===== src/hw/rtl/tf8rq_pkg.sv =====
// ----------------------------------------------------------------------------
// Tapered float8 requantizer package
// Field widths and float constants shared by the requantizer modules.
// ----------------------------------------------------------------------------
package tf8rq_pkg;
    localparam int unsigned WordW = 32;
    localparam int unsigned ExpW  = 8;
    localparam int unsigned MantW = 23;

    typedef logic [WordW-1:0] word_t;
    typedef logic [ExpW-1:0]  exp_t;
    typedef logic [MantW-1:0] mant_t;

    localparam exp_t  ExpAllOnes = 8'hFF;
    localparam mant_t MantHalf   = 23'h400000;
    // Biased exponent thresholds (unbiased value + 127).
    localparam exp_t  ExpTopBand = 8'd138;  // e >= 11
    localparam exp_t  ExpK1High  = 8'd134;  // e >= 7
    localparam exp_t  ExpK2High  = 8'd131;  // e >= 4
    localparam exp_t  ExpK3      = 8'd123;  // e >= -4
    localparam exp_t  ExpK2Low   = 8'd120;  // e >= -7
    localparam exp_t  ExpK1Low   = 8'd116;  // e >= -11
    localparam exp_t  ExpOvf     = 8'd148;  // e > 21 overflows
    localparam exp_t  ExpUnf     = 8'd105;  // e < -22 underflows
endpackage


===== src/hw/rtl/tapered_float8_requantizer_core.sv =====
// ----------------------------------------------------------------------------
// Tapered float8 requantizer core
// Rounds single-precision values to tapered 8-bit float precision.
// ----------------------------------------------------------------------------
// One item is accepted per cycle while the skid register is empty; its result
// is registered in the result register, or in the skid register on a stall.
// Rounding is a single add and mask, so throughput is one item per cycle when
// not stalled; the skid makes input ready depend only on registered state.
module tapered_float8_requantizer_core
    import tf8rq_pkg::*;
(
    input  logic  clk,
    input  logic  rst_n,
    input  logic  in_valid,
    output logic  in_ready,
    input  word_t value_bits,
    output logic  out_valid,
    input  logic  out_ready,
    output word_t rounded_bits
);
    word_t res_comb;
    word_t out_reg, skid_reg;
    logic  out_v_reg, skid_v_reg;

    tf8rq_round u_round (.value_bits(value_bits), .rounded_bits(res_comb));

    assign in_ready     = !skid_v_reg;
    assign out_valid    = out_v_reg;
    assign rounded_bits = out_reg;

    // Control: result register with a one-entry skid.
    always_ff @(posedge clk or negedge rst_n)
    begin
        if (!rst_n)
        begin
            out_v_reg  <= 1'b0;
            skid_v_reg <= 1'b0;
        end
        else
        begin
            if (!out_v_reg || out_ready)
            begin
                out_v_reg  <= skid_v_reg || (in_valid && in_ready);
                skid_v_reg <= 1'b0;
            end
            else if (in_valid && in_ready)
                skid_v_reg <= 1'b1;
        end
    end

    // Payload.
    always_ff @(posedge clk)
    begin
        if (!out_v_reg || out_ready)
            out_reg <= skid_v_reg ? skid_reg : res_comb;
        else if (in_valid && in_ready)
            skid_reg <= res_comb;
    end

`ifndef SYNTHESIS
    a_skid_implies_out: assert property (@(posedge clk) disable iff (!rst_n)
        skid_v_reg |-> out_v_reg) else $error("skid full with empty output");
    a_hold: assert property (@(posedge clk) disable iff (!rst_n)
        out_valid && !out_ready |=> out_valid && $stable(rounded_bits))
        else $error("result changed while stalled");
    a_fill: assert property (@(posedge clk) disable iff (!rst_n)
        in_valid && in_ready |=> out_valid) else $error("accepted item lost");
`endif
endmodule


===== src/hw/rtl/tf8rq_round.sv =====
// ----------------------------------------------------------------------------
// Tapered float8 rounding datapath
// Combinational rounding of one single-precision pattern to tapered precision.
// ----------------------------------------------------------------------------
module tf8rq_round
    import tf8rq_pkg::*;
(
    input  word_t value_bits,
    output word_t rounded_bits
);
    logic        sign;
    exp_t        ex;
    mant_t       mant;
    logic [1:0]  k;
    logic [23:0] sum;
    mant_t       keep;
    mant_t       half;
    logic        odd;
    exp_t        ex_r;
    mant_t       m_r;

    assign sign = value_bits[31];
    assign ex   = value_bits[30:23];
    assign mant = value_bits[22:0];

    // Kept mantissa bits from the exponent band.
    always_comb
    begin
        priority if (ex >= ExpTopBand) k = 2'd0;
        else if (ex >= ExpK1High)      k = 2'd1;
        else if (ex >= ExpK2High)      k = 2'd2;
        else if (ex >= ExpK3)          k = 2'd3;
        else if (ex >= ExpK2Low)       k = 2'd2;
        else if (ex >= ExpK1Low)       k = 2'd1;
        else                           k = 2'd0;
    end

    // Round to nearest, ties to even; with no kept bits a tie rounds up.
    always_comb
    begin
        unique case (k)
            2'd0:
            begin
                keep = 23'h000000; half = MantHalf; odd = 1'b1;
            end
            2'd1:
            begin
                keep = 23'h400000; half = 23'h200000; odd = mant[22];
            end
            2'd2:
            begin
                keep = 23'h600000; half = 23'h100000; odd = mant[21];
            end
            default:
            begin
                keep = 23'h700000; half = 23'h080000; odd = mant[20];
            end
        endcase
        sum  = {1'b0, mant} + {1'b0, half} - 24'd1 + {23'd0, odd};
        ex_r = ex + {7'd0, sum[23]};
        m_r  = sum[23] ? '0 : (sum[22:0] & keep);
    end

    // Special cases, then packing.
    always_comb
    begin
        priority if (ex == ExpAllOnes)
            rounded_bits = value_bits;
        else if (k == 2'd0 && ex >= ExpTopBand && ex_r > ExpOvf)
            rounded_bits = {sign, ExpAllOnes, 23'd0};
        else if (k == 2'd0 && ex < ExpTopBand && ex_r < ExpUnf)
            rounded_bits = '0;
        else
            rounded_bits = {sign, ex_r, m_r};
    end
endmodule

===== config.mk =====
export PLATFORM = sky130hd
export DESIGN_NAME = tapered_float8_requantizer_core
export DESIGN_NICKNAME = d
export VERILOG_FILES = /design/src/hw/rtl/tf8rq_pkg.sv /design/src/hw/rtl/tapered_float8_requantizer_core.sv /design/src/hw/rtl/tf8rq_round.sv
export SDC_FILE = /design/constraint.sdc
export NUM_CORES = 1
export LEC_CHECK = 0
export BUFFER_PORTS_ARGS = -buffer_cell sky130_fd_sc_hd__clkbuf_2
export CORE_ASPECT_RATIO = 1.25
export CORE_MARGIN = 5
export CORE_UTILIZATION = 58
export CTS_BUF_LIST = sky130_fd_sc_hd__clkbuf_4
export CTS_CLUSTER_SIZE = 40
export DETAILED_ROUTE_END_ITERATION = 12
export GPL_TIMING_DRIVEN = 0
export PLACE_DENSITY = 0.82
export SLEW_MARGIN = 20
export SYNTH_ARGS = -nofsm -noshare
export SYNTH_HDL_FRONTEND = slang
export SYNTH_SLANG_ARGS = --single-unit

===== constraint.sdc =====
create_clock -name clk -period 4.4 [get_ports clk]
set_input_delay 0.22 -clock clk [delete_from_list [all_inputs] [get_ports clk]]
set_output_delay 0.22 -clock clk [all_outputs]
set_load 0.01 [all_outputs]

==> flow_metrics.tcl <==
set metrics [dict create \
    setup_viol 16 \
    place.gp.congestion 0.894 \
    start_util_pct 58.7 \
    synthSimpleGateAreaFrac_pct 12.3 \
    drtIter0Drc 129 \
    cts_inserted_buffers 9 \
    clock-root-buffer "clkbuf_4" \
    rsz0062_at_grt "true" \
    core-area_sq_mm 0.00689 \
    route.detailed.drc 0 \
    wl_um 8650 \
    status "finished, violations left" \
    grt-ovfl-total 0 \
    dp_hpwl_um 6190 \
    slew_headroom_pct 52.2 \
    final_common_cell "edfxtp_1" \
    wl_per_cell_um 16.1 \
    fin_crit_sh_pct 108 \
    ys_types 67 \
    cts_sinks 66 \
    synth-edff-count 64 \
    worstHoldPathType "in -> reg" \
    nets 505 \
    cap_violations 0 \
    peakVddDrop_uv 143 \
    synth_warnings 0 \
    synth_cells 343 \
    antenna_found_initial 0 \
    fin_crit_ns 4.74 \
    critical_path_class "in -> reg" \
    clockBufferDepth 2 \
    synth-compound-area-share_pct 14.4 \
    worstSetupStartpointType "input port" \
    die-area_sq_mm 0.00876 \
    avgViaCountPerCell 5.65 \
    place_area_sq_mm 0.00464 \
    async_reset_ff_share_pct 3.03 \
    tritoncts "built" \
    tightest_slew_ns 0.717 \
    mappedNetlistArea_sq_mm 0.00405 \
    die_x_um 84.7 \
    drive_gt1_share_pct 40.1 \
    fin_ws_ns -0.337 \
    grt_pass1_vias 2941 \
    p_per_area_mw_per_mm2 305 \
    grt_start_max_net_pins 28 \
    layout_common_cells "edfxtp_1, clkbuf_2, inv_1, mux2_2, ha_1" \
    cp.arrival_ns 4.88 \
    htreeDepth 3 \
    p_leak_nw 2.12 \
    clkTransAtPathRegs_ns 0.11 \
    cp_max_fo 7 \
    rows 34 \
    grt_pass1_wl_um 13600 \
    io_pins 70 \
    synth_adder_area_share_pct 8.66 \
    synth-xor-area-share_pct 2.63 \
    clock_skew_ns 0.0227 \
    stdcell_area_sq_mm 0.00500 \
    required_ns 4.55 \
    port_buffers 67 \
    hold_viol_final 0 \
    ant_nets 0 \
    ys_seq_area_share_pct 48.7 \
    violations "setup timing" \
    insertion_delay_ns 0.41 \
    area_growth_pct 23.5 \
    hold_slack_ns 0.0597 \
    endpoint_kind "flop" \
    yosys_most_used_dff "edfxtp_1" \
    die_h_um 103 \
    fin_util_pct 72.5 \
    muxShareOfSynthArea_pct 8.07 \
    diodes 0 \
    ys_ff_latch 66 \
    synth_top_family_by_area "compound AO/OA/AOI/OAI gates" \
    clock.fmax_ghz 0.211 \
    synth.net_count 407 \
    vias 3028 \
    grt_use_total_pct 19.5 \
    syn_area_per_cell_sq_um 11.8 \
    total_power_mw 1.52 \
    first_pass_iters 5 \
    finalMaxSlewViolations 0 \
]
-- Yosys cell counts (all sizes together), types with 2 or more instances --
master   n  area share, %
nand3b   2           0.37
xor2     5            1.1
nand3    6           0.74
xnor2    5            1.5
and2    22            3.4
nor4     3           0.83
nand2   22            2.0
dfrtp    2            1.2
and3     3           0.46
a21oi   20            2.5
o21a     2           0.37
nor2     6           0.56
a41o     2           0.53
inv     35            3.2
nand2b   5           0.77
nor3     3           0.49
o21ai   10            1.2
mux2    29            8.1
or3      2           0.31
ha      28            8.7
edfxtp  64             47
o31ai    4            1.1
and2b    2           0.37
a41oi    2           0.62
nand4    2           0.31
a211oi   3           0.80
nor3b    3           0.56
o211ai   3           0.68
a21boi   2           0.37
a21o     6            1.1
clkbuf   6           0.56
buf      7            1.4
a31oi    7            1.1
-- final cells by class --
cell class / instances / area, sq um
multi-input combinational: 229 / 2040
sequential: 66 / 1970
fill: 465 / 1890
timing repair buffer: 89 / 558
inverter: 35 / 131
tap: 90 / 113
clock buffer: 10 / 75.1
buffer: 11 / 71.3
clock inverter: 6 / 35.0
-- per-layer routing --
metal / global-route usage (%) / part of all wire [%] / vias to the layer above
met3: 3.41 / 5.1 / 16
met1: 24.6 / 44 / 1443
li1: - / - / 1473
met5: 0 / 0 / -
met4: 8.65 / 2.3 / 0
met2: 33.3 / 48 / 96
-- critical path, cell delays in order --
cell      delay, ns
clkbuf_4       0.16
and3_4         0.23
a21oi_2        0.08
o22ai_2        0.22
nand2_4        0.08
ha_4           0.27
inv_2          0.04
ha_4           0.25
nand4_1        0.13
or3_4          0.41
nor4_4         0.18
o31a_1         0.20
a41oi_2        0.05
a41o_2         0.28
xnor2_4        0.24
ha_4           0.19
ha_4           0.20
o32a_1         0.32
o211ai_1       0.16
nand3_1        0.15
a31oi_4        0.34
a21oi_1        0.17
mux2_2         0.28
-- stage by stage --
| stage | setup slack [ns] | setup TNS, ns | cells |
|---|---|---|---|
| floorplan | -0.380 | -3.85 | 343 |
| global placement | -1.12 | -47.83 | 500 |
| detailed placement | -1.00 | -13.73 | 504 |
| CTS | -0.317 | -2.44 | 532 |
| global route | -0.649 | -8.33 | 536 |
| finish | -0.337 | -2.99 | 536 |
-- path summary, 6_finish.rpt --
kind	endpoint	cells after the start	startpoint	slack [ns]
worst min register to register	rounded_bits[16]$_DFFE_PN_	1	skid_reg[16]$_DFFE_PP_	0.55
min in group asynchronous	out_valid$_DFFE_PN0N_	2	rst_n	0.12
worst min-delay path	out_valid$_DFFE_PN0N_	3	in_valid	0.06
max in group asynchronous	skid_v_reg$_DFFE_PN0P_	2	rst_n	4.18
worst max-delay path	rounded_bits[23]$_DFFE_PN_	23	value_bits[29]	-0.34
worst max register to register	skid_reg[31]$_DFFE_PP_	5	out_valid$_DFFE_PN0N_	2.38
-- cell families after synthesis --
group | after synthesis
AND/OR/NAND/NOR | 86
flip-flops | 66
adder cells (fa/ha/maj) | 28
buffers and inverters | 48
multiplexers | 29
AO/OA/AOI/OAI | 76
XOR/XNOR | 10
-- report_power, final --
part	switching, mW	internal [mW]
clock network	0.221	0.118
logic	0.223	0.197
registers	0.0131	0.750
total	0.458	1.07
-- what timing repair did --
action                                  4_1_cts  5_1_grt
gates resized for setup                      12       23
setup buffers                                12        5
hold endpoints to repair                      2        0
endpoints found under the setup margin       16       16
pin swaps                                     3        2
hold buffers                                  1        0
No activity file was read; power rests on OpenSTA's default activity.
